==> src/sv/spg_pkg.sv <==
package spg_pkg;

  localparam int SPEED_W = 13;
  localparam int DIST_W  = 16;
  localparam int HOLD_W  = 8;
  localparam int GAP_W   = 16;
  localparam int SCALE_W = 10;
  localparam int VEL_W   = 15;
  localparam int CFG_IDX_W  = 3;
  localparam int CFG_DATA_W = 16;

  // The interpolation product is |max - min| * (d - near).
  localparam int PROD_W = SPEED_W + DIST_W;
  // Scaled target before the Q2.8 shift.
  localparam int SCALED_W = SPEED_W + SCALE_W;
  // The quotient is below |max - min|, so it has SPEED_W bits.
  localparam int QUO_W = SPEED_W;
  localparam int CNT_W = 4;

  localparam logic [SPEED_W-1:0] STOP_SPEED_DEFAULT = '0;
  localparam logic [SPEED_W-1:0] ACCEL_NO_RAMP = '1;

  localparam logic [SPEED_W-1:0] RST_MAX_SPEED  = 13'd1000;
  localparam logic [SPEED_W-1:0] RST_MIN_SPEED  = 13'd1000;
  localparam logic [DIST_W-1:0]  RST_STOP_DIST  = 16'd200;
  localparam logic [DIST_W-1:0]  RST_NEAR_DIST  = 16'd300;
  localparam logic [DIST_W-1:0]  RST_FAR_DIST   = 16'd1000;
  localparam logic [HOLD_W-1:0]  RST_HOLD_TICKS = 8'd1;
  localparam logic [GAP_W-1:0]   RST_GAP_TICKS  = 16'd2;
  localparam logic [SPEED_W-1:0] RST_ACCEL_STEP = 13'd500;

  typedef enum logic [CFG_IDX_W-1:0] {
    REG_MAX_SPEED  = 3'd0,
    REG_MIN_SPEED  = 3'd1,
    REG_STOP_DIST  = 3'd2,
    REG_NEAR_DIST  = 3'd3,
    REG_FAR_DIST   = 3'd4,
    REG_HOLD_TICKS = 3'd5,
    REG_GAP_TICKS  = 3'd6,
    REG_ACCEL_STEP = 3'd7
  } reg_idx_t;

  typedef struct packed {
    logic [SPEED_W-1:0] max_speed;
    logic [SPEED_W-1:0] min_speed;
    logic [DIST_W-1:0]  stop_distance;
    logic [DIST_W-1:0]  near_slowdown_distance;
    logic [DIST_W-1:0]  far_slowdown_distance;
    logic [HOLD_W-1:0]  stop_hold_ticks;
    logic [GAP_W-1:0]   stop_gap_ticks;
    logic [SPEED_W-1:0] accel_step;
  } cfg_t;

  typedef enum logic [2:0] {
    OP_NOP,
    OP_LOAD,
    OP_DECIDE,
    OP_MUL,
    OP_DIV,
    OP_BAND,
    OP_SCALE,
    OP_EMIT
  } op_t;

  typedef enum logic [2:0] {
    C_NEXT,
    C_NO_INPUT,
    C_DIRECT,
    C_DIV_MORE,
    C_OUT_BUSY,
    C_ALWAYS
  } cond_t;

  localparam int STEP_W = 3;
  typedef logic [STEP_W-1:0] step_t;

  typedef struct packed {
    op_t   op;
    cond_t cond;
    step_t target;
  } ctrl_word_t;

  typedef struct packed {
    op_t  op;
    logic in_fire;
    logic emit_fire;
  } ctl_t;

  typedef struct packed {
    logic direct;
    logic div_more;
  } status_t;

  localparam step_t STEP_LOAD  = 3'd0;
  localparam step_t STEP_DIV   = 3'd3;
  localparam step_t STEP_SCALE = 3'd5;
  localparam step_t STEP_EMIT  = 3'd6;

  // Microprogram: a taken condition jumps to target, otherwise the next step.
  function automatic ctrl_word_t ucode(step_t pc);
    ctrl_word_t w;
    case (pc)
      3'd0:    w = '{op: OP_LOAD,   cond: C_NO_INPUT, target: STEP_LOAD};
      3'd1:    w = '{op: OP_DECIDE, cond: C_DIRECT,   target: STEP_SCALE};
      3'd2:    w = '{op: OP_MUL,    cond: C_NEXT,     target: STEP_LOAD};
      3'd3:    w = '{op: OP_DIV,    cond: C_DIV_MORE, target: STEP_DIV};
      3'd4:    w = '{op: OP_BAND,   cond: C_NEXT,     target: STEP_LOAD};
      3'd5:    w = '{op: OP_SCALE,  cond: C_NEXT,     target: STEP_LOAD};
      3'd6:    w = '{op: OP_EMIT,   cond: C_OUT_BUSY, target: STEP_EMIT};
      default: w = '{op: OP_NOP,    cond: C_ALWAYS,   target: STEP_LOAD};
    endcase
    return w;
  endfunction

endpackage

==> src/sv/spg_if.sv <==
interface spg_tick_if import spg_pkg::*; ();
  logic               valid;
  logic               ready;
  logic [DIST_W-1:0]  bend_distance;
  logic [SCALE_W-1:0] speed_scale;
  logic               track_found;
  logic               at_goal;

  modport source (output valid, bend_distance, speed_scale, track_found, at_goal,
                  input ready);
  modport sink (input valid, bend_distance, speed_scale, track_found, at_goal,
                output ready);
endinterface

interface spg_result_if import spg_pkg::*; ();
  logic             valid;
  logic             ready;
  logic [VEL_W-1:0] velocity_cmd;
  logic [VEL_W-1:0] expected_speed;
  logic             stopping;

  modport source (output valid, velocity_cmd, expected_speed, stopping, input ready);
  modport sink (input valid, velocity_cmd, expected_speed, stopping, output ready);
endinterface

interface spg_cfg_if import spg_pkg::*; ();
  logic                  valid;
  logic                  ready;
  logic [CFG_IDX_W-1:0]  index;
  logic [CFG_DATA_W-1:0] data;

  modport source (output valid, index, data, input ready);
  modport sink (input valid, index, data, output ready);
endinterface

==> src/sv/spg_datapath.sv <==
module spg_datapath import spg_pkg::*; #(
  parameter logic [SPEED_W-1:0] STOP_SPEED = STOP_SPEED_DEFAULT
) (
  input  logic               clk,
  input  logic               rst,
  input  ctl_t               ctl,
  input  logic [DIST_W-1:0]  bend_distance,
  input  logic [SCALE_W-1:0] speed_scale,
  input  logic               track_found,
  input  logic               at_goal,
  input  cfg_t               cfg,
  output status_t            status,
  output logic [VEL_W-1:0]   velocity_cmd,
  output logic [VEL_W-1:0]   expected_speed,
  output logic               stopping
);

  logic [DIST_W-1:0]   bend;
  logic [SCALE_W-1:0]  scale;
  logic                found;
  logic                goal;
  logic [GAP_W-1:0]    ticks_since_stop;
  logic [HOLD_W-1:0]   hold_left;
  logic [SPEED_W-1:0]  target;
  logic                stop_flag;
  logic                falling;
  logic [DIST_W-1:0]   span;
  logic [DIST_W-1:0]   rem;
  logic [QUO_W-1:0]    quo;
  logic [CNT_W-1:0]    cnt;
  logic [SCALED_W-1:0] scaled;
  logic [VEL_W-1:0]    velocity;

  logic [GAP_W-1:0]    tick_inc;
  logic                hold_busy;
  logic                stop_start;
  logic                beyond;
  logic                below;
  logic                neg_w;
  logic [SPEED_W-1:0]  mag;
  logic [DIST_W-1:0]   off;
  logic [PROD_W-1:0]   prod;
  logic [DIST_W:0]     trial;
  logic [DIST_W:0]     trial_sub;
  logic                trial_ge;
  logic [SPEED_W-1:0]  band;
  logic [VEL_W-1:0]    expected;
  logic [VEL_W:0]      up;
  logic [VEL_W-1:0]    velocity_next;

  assign tick_inc  = (ticks_since_stop == '1) ? ticks_since_stop : ticks_since_stop + 1'b1;
  assign hold_busy = (hold_left != '0);
  assign stop_start = (bend < cfg.stop_distance) && (ticks_since_stop > cfg.stop_gap_ticks)
                      && (cfg.stop_hold_ticks != '0);
  assign beyond = (bend >= cfg.far_slowdown_distance);
  assign below  = (bend <= cfg.near_slowdown_distance);

  assign status.direct   = hold_busy || stop_start || beyond || below;
  assign status.div_more = (cnt > CNT_W'(1));

  // Interpolation runs on the magnitude of max - min; the sign is put back after
  // the division, which matches truncation toward zero.
  assign neg_w = (cfg.max_speed < cfg.min_speed);
  assign mag   = neg_w ? cfg.min_speed - cfg.max_speed : cfg.max_speed - cfg.min_speed;
  assign off   = bend - cfg.near_slowdown_distance;
  assign prod  = PROD_W'(mag) * PROD_W'(off);

  // Restoring division, one quotient bit per cycle.
  assign trial     = {rem, quo[QUO_W-1]};
  assign trial_ge  = (trial >= {1'b0, span});
  assign trial_sub = trial - {1'b0, span};

  assign band = falling ? cfg.min_speed - quo : cfg.min_speed + quo;

  assign expected = scaled[SCALED_W-1:8];
  assign up       = {1'b0, velocity} + (VEL_W+1)'(cfg.accel_step);

  always_comb begin
    velocity_next = velocity;
    if (found && !goal) begin
      if (cfg.accel_step == ACCEL_NO_RAMP || expected < velocity) begin
        velocity_next = expected;
      end else if (up < {1'b0, expected}) begin
        velocity_next = up[VEL_W-1:0];
      end else begin
        velocity_next = expected;
      end
    end
    if (goal) begin
      velocity_next = '0;
    end
  end

  always_ff @(posedge clk) begin
    if (rst) begin
      ticks_since_stop <= '1;
      hold_left        <= '0;
      velocity         <= '0;
      cnt              <= '0;
    end else begin
      case (ctl.op)
        OP_LOAD: begin
          if (ctl.in_fire) begin
            bend             <= bend_distance;
            scale            <= speed_scale;
            found            <= track_found;
            goal             <= at_goal;
            ticks_since_stop <= tick_inc;
          end
        end
        OP_DECIDE: begin
          stop_flag <= hold_busy || stop_start;
          if (hold_busy) begin
            target    <= STOP_SPEED;
            hold_left <= hold_left - 1'b1;
          end else if (stop_start) begin
            target           <= STOP_SPEED;
            ticks_since_stop <= '0;
            hold_left        <= cfg.stop_hold_ticks - 1'b1;
          end else if (beyond) begin
            target <= cfg.max_speed;
          end else if (below) begin
            target <= cfg.min_speed;
          end
        end
        OP_MUL: begin
          // The product is below |max - min| * span, so its high part is below span.
          falling <= neg_w;
          span    <= cfg.far_slowdown_distance - cfg.near_slowdown_distance;
          rem     <= prod[PROD_W-1:QUO_W];
          quo     <= prod[QUO_W-1:0];
          cnt     <= CNT_W'(QUO_W);
        end
        OP_DIV: begin
          rem <= trial_ge ? trial_sub[DIST_W-1:0] : trial[DIST_W-1:0];
          quo <= {quo[QUO_W-2:0], trial_ge};
          cnt <= cnt - 1'b1;
        end
        OP_BAND: begin
          target <= band;
        end
        OP_SCALE: begin
          scaled <= SCALED_W'(target) * SCALED_W'(scale);
        end
        OP_EMIT: begin
          if (ctl.emit_fire) begin
            velocity <= velocity_next;
          end
        end
        default: begin
        end
      endcase
    end
  end

  assign velocity_cmd   = velocity_next;
  assign expected_speed = expected;
  assign stopping       = stop_flag;

endmodule

==> src/sv/speed_profile_governor.sv <==
// A word taken at the input passes the steps load, decide, scale and emit when the target
// needs no interpolation (stop, held stop, outside the band); inside it, the steps multiply,
// divide and band come between decide and scale, the 13-step serial divider looping on divide.
// The sequencer takes no new word before it has emitted the last; emit waits on a full output.
// Reset (synchronous, rst high) loads the register defaults, clears velocity and hold,
// sets the tick counter to all ones and empties the output register.
module speed_profile_governor import spg_pkg::*; #(
  parameter logic [SPEED_W-1:0] STOP_SPEED = STOP_SPEED_DEFAULT
) (
  input  logic         clk,
  input  logic         rst,
  spg_tick_if.sink     tick,
  spg_result_if.source result,
  spg_cfg_if.sink      cfg
);

  step_t      pc;
  step_t      pc_next;
  ctrl_word_t cw;
  logic       jump;
  logic       out_busy;
  ctl_t       ctl;
  status_t    status;
  cfg_t       regs;

  logic [VEL_W-1:0] dp_velocity;
  logic [VEL_W-1:0] dp_expected;
  logic             dp_stopping;

  assign cw       = ucode(pc);
  assign out_busy = result.valid && !result.ready;

  assign ctl.op        = cw.op;
  assign ctl.in_fire   = (cw.op == OP_LOAD) && tick.valid;
  assign ctl.emit_fire = (cw.op == OP_EMIT) && !out_busy;

  assign tick.ready = (cw.op == OP_LOAD);
  assign cfg.ready  = 1'b1;

  always_comb begin
    case (cw.cond)
      C_NEXT:     jump = 1'b0;
      C_NO_INPUT: jump = !tick.valid;
      C_DIRECT:   jump = status.direct;
      C_DIV_MORE: jump = status.div_more;
      C_OUT_BUSY: jump = out_busy;
      C_ALWAYS:   jump = 1'b1;
      default:    jump = 1'b1;
    endcase
    pc_next = jump ? cw.target : pc + 1'b1;
  end

  always_ff @(posedge clk) begin
    if (rst) begin
      pc <= STEP_LOAD;
    end else begin
      pc <= pc_next;
    end
  end

  always_ff @(posedge clk) begin
    if (rst) begin
      regs.max_speed              <= RST_MAX_SPEED;
      regs.min_speed              <= RST_MIN_SPEED;
      regs.stop_distance          <= RST_STOP_DIST;
      regs.near_slowdown_distance <= RST_NEAR_DIST;
      regs.far_slowdown_distance  <= RST_FAR_DIST;
      regs.stop_hold_ticks        <= RST_HOLD_TICKS;
      regs.stop_gap_ticks         <= RST_GAP_TICKS;
      regs.accel_step             <= RST_ACCEL_STEP;
    end else if (cfg.valid && cfg.ready) begin
      case (reg_idx_t'(cfg.index))
        REG_MAX_SPEED:  regs.max_speed              <= cfg.data[SPEED_W-1:0];
        REG_MIN_SPEED:  regs.min_speed              <= cfg.data[SPEED_W-1:0];
        REG_STOP_DIST:  regs.stop_distance          <= cfg.data[DIST_W-1:0];
        REG_NEAR_DIST:  regs.near_slowdown_distance <= cfg.data[DIST_W-1:0];
        REG_FAR_DIST:   regs.far_slowdown_distance  <= cfg.data[DIST_W-1:0];
        REG_HOLD_TICKS: regs.stop_hold_ticks        <= cfg.data[HOLD_W-1:0];
        REG_GAP_TICKS:  regs.stop_gap_ticks         <= cfg.data[GAP_W-1:0];
        REG_ACCEL_STEP: regs.accel_step             <= cfg.data[SPEED_W-1:0];
        default: begin
        end
      endcase
    end
  end

  spg_datapath #(
    .STOP_SPEED(STOP_SPEED)
  ) u_datapath (
    .clk           (clk),
    .rst           (rst),
    .ctl           (ctl),
    .bend_distance (tick.bend_distance),
    .speed_scale   (tick.speed_scale),
    .track_found   (tick.track_found),
    .at_goal       (tick.at_goal),
    .cfg           (regs),
    .status        (status),
    .velocity_cmd  (dp_velocity),
    .expected_speed(dp_expected),
    .stopping      (dp_stopping)
  );

  // The output register holds a finished word while the sequencer takes the next one.
  always_ff @(posedge clk) begin
    if (rst) begin
      result.valid <= 1'b0;
    end else if (ctl.emit_fire) begin
      result.valid <= 1'b1;
    end else if (result.ready) begin
      result.valid <= 1'b0;
    end
  end

  always_ff @(posedge clk) begin
    if (ctl.emit_fire) begin
      result.velocity_cmd   <= dp_velocity;
      result.expected_speed <= dp_expected;
      result.stopping       <= dp_stopping;
    end
  end

endmodule

==> src/flat_wrapper.sv <==
// flat-port wrapper written by rule: the top's interface ports become plain ports
module speed_profile_governor_flat import spg_pkg::*;
#(
  parameter logic [SPEED_W-1:0] STOP_SPEED = STOP_SPEED_DEFAULT
)
  (clk, rst, tick_valid, tick_bend_distance, tick_speed_scale, tick_track_found, tick_at_goal, tick_ready, result_valid, result_velocity_cmd, result_expected_speed, result_stopping, result_ready, cfg_valid, cfg_index, cfg_data, cfg_ready);
  spg_tick_if tick_i ();
  spg_result_if result_i ();
  spg_cfg_if cfg_i ();
  input  logic clk;
  input  logic rst;
  input wire logic [$bits(tick_i.valid)-1:0] tick_valid;
  input wire logic [$bits(tick_i.bend_distance)-1:0] tick_bend_distance;
  input wire logic [$bits(tick_i.speed_scale)-1:0] tick_speed_scale;
  input wire logic [$bits(tick_i.track_found)-1:0] tick_track_found;
  input wire logic [$bits(tick_i.at_goal)-1:0] tick_at_goal;
  output wire logic [$bits(tick_i.ready)-1:0] tick_ready;
  output wire logic [$bits(result_i.valid)-1:0] result_valid;
  output wire logic [$bits(result_i.velocity_cmd)-1:0] result_velocity_cmd;
  output wire logic [$bits(result_i.expected_speed)-1:0] result_expected_speed;
  output wire logic [$bits(result_i.stopping)-1:0] result_stopping;
  input wire logic [$bits(result_i.ready)-1:0] result_ready;
  input wire logic [$bits(cfg_i.valid)-1:0] cfg_valid;
  input wire logic [$bits(cfg_i.index)-1:0] cfg_index;
  input wire logic [$bits(cfg_i.data)-1:0] cfg_data;
  output wire logic [$bits(cfg_i.ready)-1:0] cfg_ready;
  assign tick_i.valid = tick_valid;
  assign tick_i.bend_distance = tick_bend_distance;
  assign tick_i.speed_scale = tick_speed_scale;
  assign tick_i.track_found = tick_track_found;
  assign tick_i.at_goal = tick_at_goal;
  assign tick_ready = tick_i.ready;
  assign result_valid = result_i.valid;
  assign result_velocity_cmd = result_i.velocity_cmd;
  assign result_expected_speed = result_i.expected_speed;
  assign result_stopping = result_i.stopping;
  assign result_i.ready = result_ready;
  assign cfg_i.valid = cfg_valid;
  assign cfg_i.index = cfg_index;
  assign cfg_i.data = cfg_data;
  assign cfg_ready = cfg_i.ready;
  speed_profile_governor #(.STOP_SPEED(STOP_SPEED)) u_core (.clk(clk), .rst(rst), .tick(tick_i), .result(result_i), .cfg(cfg_i));
endmodule
==> config.mk <==
export PLATFORM = sky130hd
export DESIGN_NAME = speed_profile_governor_flat
export DESIGN_NICKNAME = d
export VERILOG_FILES = /design/src/sv/spg_pkg.sv /design/src/sv/spg_if.sv /design/src/sv/spg_datapath.sv /design/src/sv/speed_profile_governor.sv /design/src/flat_wrapper.sv
export SDC_FILE = /design/constraint.sdc
export NUM_CORES = 2
export LEC_CHECK = 0
export BUFFER_PORTS_ARGS = -buffer_cell sky130_fd_sc_hd__buf_2
export CORE_MARGIN = 2
export CORE_UTILIZATION = 50
export DETAILED_ROUTE_END_ITERATION = 10
export PLACE_DENSITY = 0.74
export SETUP_SLACK_MARGIN = 0.4
export SYNTH_ARGS = -nofsm -noshare
export SYNTH_HDL_FRONTEND = slang
export SYNTH_SLANG_ARGS = --single-unit
==> constraint.sdc <==
create_clock -name clk -period 7.3 [get_ports clk]
set_input_delay 0.73 -clock clk [delete_from_list [all_inputs] [get_ports clk]]
set_output_delay 0.73 -clock clk [all_outputs]
set_load 0.03 [all_outputs]
* After elaboration in Yosys (flattened, before gate mapping)
Index checks and enable logic that the tools add are counted.
Word-level totals: bits in registers 300, output and inout port bits 34, logic and storage cells 152
Operators by class: multiply operators 2, multiplexer cells 27, reductions and logical operators 41, order comparisons 9, $add $sub $neg 13, equality and inequality tests 31, bitwise logic cells 1
Operators by type and width (number):
- $mux W16 | 5
- $mux W13 | 6
- $pmux W16 S2 | 2
- $pmux W9 S7 | 1
- $mux W15 | 4
- $pmux W13 S2 | 2
- $sub A16 B16 Y16 | 3
- $sub A13 B13 Y13 | 3
- $eq A3 B3 Y1 const B | 12
- $mul A13 B16 Y29 | 1
- $reduce_and A2 Y1 | 14
- $eq A3 B2 Y1 const B | 8
- $mul A13 B10 Y23 | 1
- $ge A17 B16 Y1 | 1
- $add A15 B13 Y16 | 1
- $add A16 B1 Y16 const B | 1
- $eq A16 B16 Y1 const B | 1
- $ge A16 B16 Y1 | 1
- $gt A16 B16 Y1 | 1
- $le A16 B16 Y1 | 1
- $lt A16 B15 Y1 | 1
- $lt A16 B16 Y1 | 1
- $mux W8 | 2
- $reduce_bool A8 Y1 | 2
- 24 further kinds | 49

* Longest topological paths before layout
word-level depth 8, gate-level depth with buffers 33

* Hierarchy
A second synthesis with hierarchy kept.
Second synthesis, totals: cell total of the unflattened synthesis 3349, area, all modules 28955.3 um2
By module, submodules not included:
- spg_datapath | area each 23581.4 um2, cells an instance 2755, times used 1
- speed_profile_governor | area each 5373.9 um2, cells an instance 594, times used 1

* Worst setup path before layout
No wires, ideal clock.
path kind reg-to-reg, start register u_core.regs[86] (netlist name), end register u_core.u_datapath.rem[8] (data pin), path slack -522 ps, clock period less this slack 7822 ps, data arrival time 7554 ps, data required time 7033 ps, cell stages (with the launch flop) 29, cell sequence dfxtp_1 -> inv_1 -> fa_1 -> a21o_1 -> a21oi_2 -> o22ai_1 -> or4_1 -> a31oi_1 -> mux2i_4 -> a221o_1 -> buf_6 -> or3_1 -> fa_1 -> fa_1 -> inv_1 -> fa_1 -> fa_1 -> inv_1 -> fa_1 -> inv_1 -> ha_1 -> a21oi_1 -> o21ai_0 -> or3_1 -> o21ai_0 -> o21ai_0 -> a31oi_1 -> xor2_1 -> mux2i_1
Between the ends: cells in the longest elaborated chain, start to end 4, elaborated cells on any way between the ends 6
RTL lines:
- start: declaration | line speed_profile_governor.sv:24 | cfg_t regs;
- $sub A13 B13 Y13 or $lt A13 B13 Y1 (tied branches) | line spg_datapath.sv:64, spg_datapath.sv:63
- $mux W13 * | line spg_datapath.sv:64 | assign mag = neg_w ? cfg.min_speed - cfg.max_speed : cfg.max_speed - cfg.min_speed;
- $mul A13 B16 Y29 * | line spg_datapath.sv:66 | assign prod = PROD_W'(mag) * PROD_W'(off);
- $pmux W16 S2 * | line spg_datapath.sv:101 | case (ctl.op)
- end signal: assignment | line spg_datapath.sv:130 | rem <= prod[PROD_W-1:QUO_W];
- end signal: assignment | line spg_datapath.sv:135 | rem <= trial_ge ? trial_sub[DIST_W-1:0] : trial[DIST_W-1:0];
- end: declaration | line spg_datapath.sv:28 | logic [DIST_W-1:0] rem;
Mark *: on every way between the ends. The rest lies on a longest branch, timed or not. A chain may end at the register's enable or synchronous reset.

* Worst setup path in the final report
start register u_core.regs[98] (netlist name), end register u_core.u_datapath.rem[12] (data pin)
The elaborated chain is that of the path after synthesis.

==> results.md <==
* Die area at 0.0594 mm^2
* Worst-Margin Slew at 1260 ps
* Final global-route overflow total at 0
* Average size of a mapped cell at 8.65 um^2
* Nets at 4134
* Worst skew pair latency at ~550 ps
* Residual DRC at 0
* Largest net degree at the start of global routing at 72
* Post-synth top area share at between 15 and 20%
* Synthesized area at 0.0287 mm^2
* Die Span X at roughly 240 um
* Sink Count at 292
* Hold_ws at about 350 ps
* Core Region at 0.0566 mm^2
* Final-report hold violation count at 0
* CTS buffer count at 36
* Finished Layout Cells at 4310
* Routed WL per cell at 17.9 um
* I/O Buffers at between 80 and 90
* Worst path slowest cell: fa_1
* Distinct cell type count after synthesis at 80
* Num rows at 87
* Critical Path Sink Type: flop
* I/O Pins at 86
* CP Launch Type: flop
* Final setup TNS at -750 ps
* DP HPWL at about 60 mm
* Detail Route Antenna Nets at 0
* CTS tree: done
* CP arrival at ~7700 ps
* Routed WL at 77.1 mm
* Final period util at 102%
* Slew Limit Fails at 0
* Via/cell ratio at 5.58
* Final Core Density at 58.5%
* Die Span Y at around 240 um
* YS warnings at 0
* Commonest cells post-synth: nand2_1, inv_1, ha_1
* Crit path time final at approximately 7500 ps
* Top post-synthesis cells by area: fa_1, edfxtp_1, ha_1
* Maximum clock frequency at roughly 130 MHz
* Async S/R FF share, synth at 0%
* Initial antenna violation count at 2
* Starting Density at 50.8%
* Synth Net Count at 3934
* Mapped Cells at about 3300
* Via count at between 20000 and 25000
* Synth-to-layout area growth at 15.1%
* Final Skew at 29.5 ps
* Post-synthesis sequential area ratio at 25.0%
* Leading area contributor after synthesis: fa_1
* Status: complete, but fails checks
* Share of post-route cells with drive strength above 1 at 12.6%
* GP Congestion at 0.969
* Number of flops mapped to enable cells by yosys at 134
* Final setup viols at 7
* Placed instance count at 4223
* Reg clk slew, reported paths at 60 ps
* Worst path max stage delay at ~580 ps
* Hold/Removal Path Class: input pin to flop
* Worst setup margin at -164 ps
* Most used cell, CP: inv_2
* Drt pass-1 iters at 7
* RSZ-0062 raised after global routing: yes
* Largest fanout on the critical path at 4
* Vias in the first global route at ~24000
* Most common cell in the netlist: nand2_1
* Setup CP Type: flop to flop
* Maximum clock insertion buffer count at 3
* Critical Path RT at ~7600 ps
* H-tree depth at 2
* Worst slew margin at 15.1%
* Max Cap Viol at 0
* Clock root buffer: clkbuf_16
* Tot GR Track Use at 26.0%
* Flop and latch count out of synthesis at 292
* Initial DRC count at 1853
* Top_reg_cell synth: dfxtp_1
* First-pass GRT wire length at 124 mm
* Failing checks: setup timing
==> worst paths after layout <==
| check | startpoint | end | slack [ps] | cells past startpoint |
|---|---|---|---|---|
| max | u_core.regs[98] | u_core.u_datapath.rem[12] | -160 | 31 |
| max reg2reg | u_core.regs[98] | u_core.u_datapath.rem[12] | -160 | 31 |
| min reg2reg | u_core.u_datapath.stopping | u_core.result.stopping | 440 | 0 |
| min | tick_speed_scale[0] | u_core.u_datapath.scale[0] | 350 | 1 |
==> layout by cell type (no fill, tap or decap), types with 51 or more instances in the layout <==
| cell type | instances |
|---|---|
| nand3_1 | 68 |
| a21oi_1 | 214 |
| dfxtp_1 | 154 |
| ha_1 | 297 |
| xnor2_1 | 75 |
| nand2_1 | 479 |
| and2_1 | 92 |
| buf_2 | 83 |
| buf_4 | 179 |
| o21ai_0 | 119 |
| fa_1 | 240 |
| inv_1 | 465 |
| nor2_1 | 187 |
| nor3_1 | 51 |
| edfxtp_1 | 134 |
==> layer usage <==
layer / GRT usage [%] / vias to the layer above / wire, um
met5: 0 / - / 0
met4: 10.7 / 0 / 3300
li1: - / 11600 / -
met1: 34.7 / 11400 / 32700
met3: 3.78 / 190 / 5430
met2: 42.3 / 894 / 35700
==> cells by family after synthesis <==
logic type | after synthesis | synth area share, %
and+or+nand+nor | 1073 | 17.1
AOI/OAI and AO/OA | 646 | 14.1
buffers and inverters | 592 | 7.92
adders and majority gates | 558 | 30.7
DFF | 292 | 25.0
xor gates and xnor gates | 125 | 3.81
muxes | 37 | 1.35
other | 1 | 0.0130
==> per-stage QoR <==
stage                     setup WS (ps)  area [um^2]
after CTS                          -166        32800
after detailed placement           -264        31300
after global routing               -400        33100
after global placement            -80.4        31300
final                              -164        33100
after floorplan                    5.83        29000
==> critical path, delay by kind of cell, from the launching register on <==
family,cells,cell delay (ps)
AOI/OAI and AO/OA,9,1660
xor gates and xnor gates,1,140
adders and majority gates,8,3190
buffers and inverters,7,580
DFF,1,330
muxes,1,140
and+or+nand+nor,5,1180
==> flip-flops by register name, indices dropped and copies added (netlist names), 15 cells and up <==
name                                cells
u_core.u_datapath.span                 16
u_core.u_datapath.scaled               15
u_core.u_datapath.velocity             15
u_core.u_datapath.rem                  16
u_core.result.expected_speed           15
u_core.result.velocity_cmd             15
u_core.u_datapath.ticks_since_stop     16
u_core.regs                           111
u_core.u_datapath.bend                 16
==> area by class of cell <==
class	count	area [um^2]
Fill cell	4923	23500
Multi-Input combinational cell	2440	19800
Sequential cell	292	7190
Timing Repair Buffer	280	2060
Inverter	474	1780
Clock buffer	45	1010
Tap cell	756	946
Clock inverter	21	268
Antenna cell	2	5.00
==> timing repair <==
item                                    CTS  global route
setup buffers                             8            11
gates resized for setup                  24            47
pin swaps                                22            23
endpoints found under the setup margin   16            17
hold buffers                              0             0
endpoints found under the hold margin     0             0
Power is not shown: default switching activity piles up to over one toggle a cycle in this logic, so the estimate is an artifact.
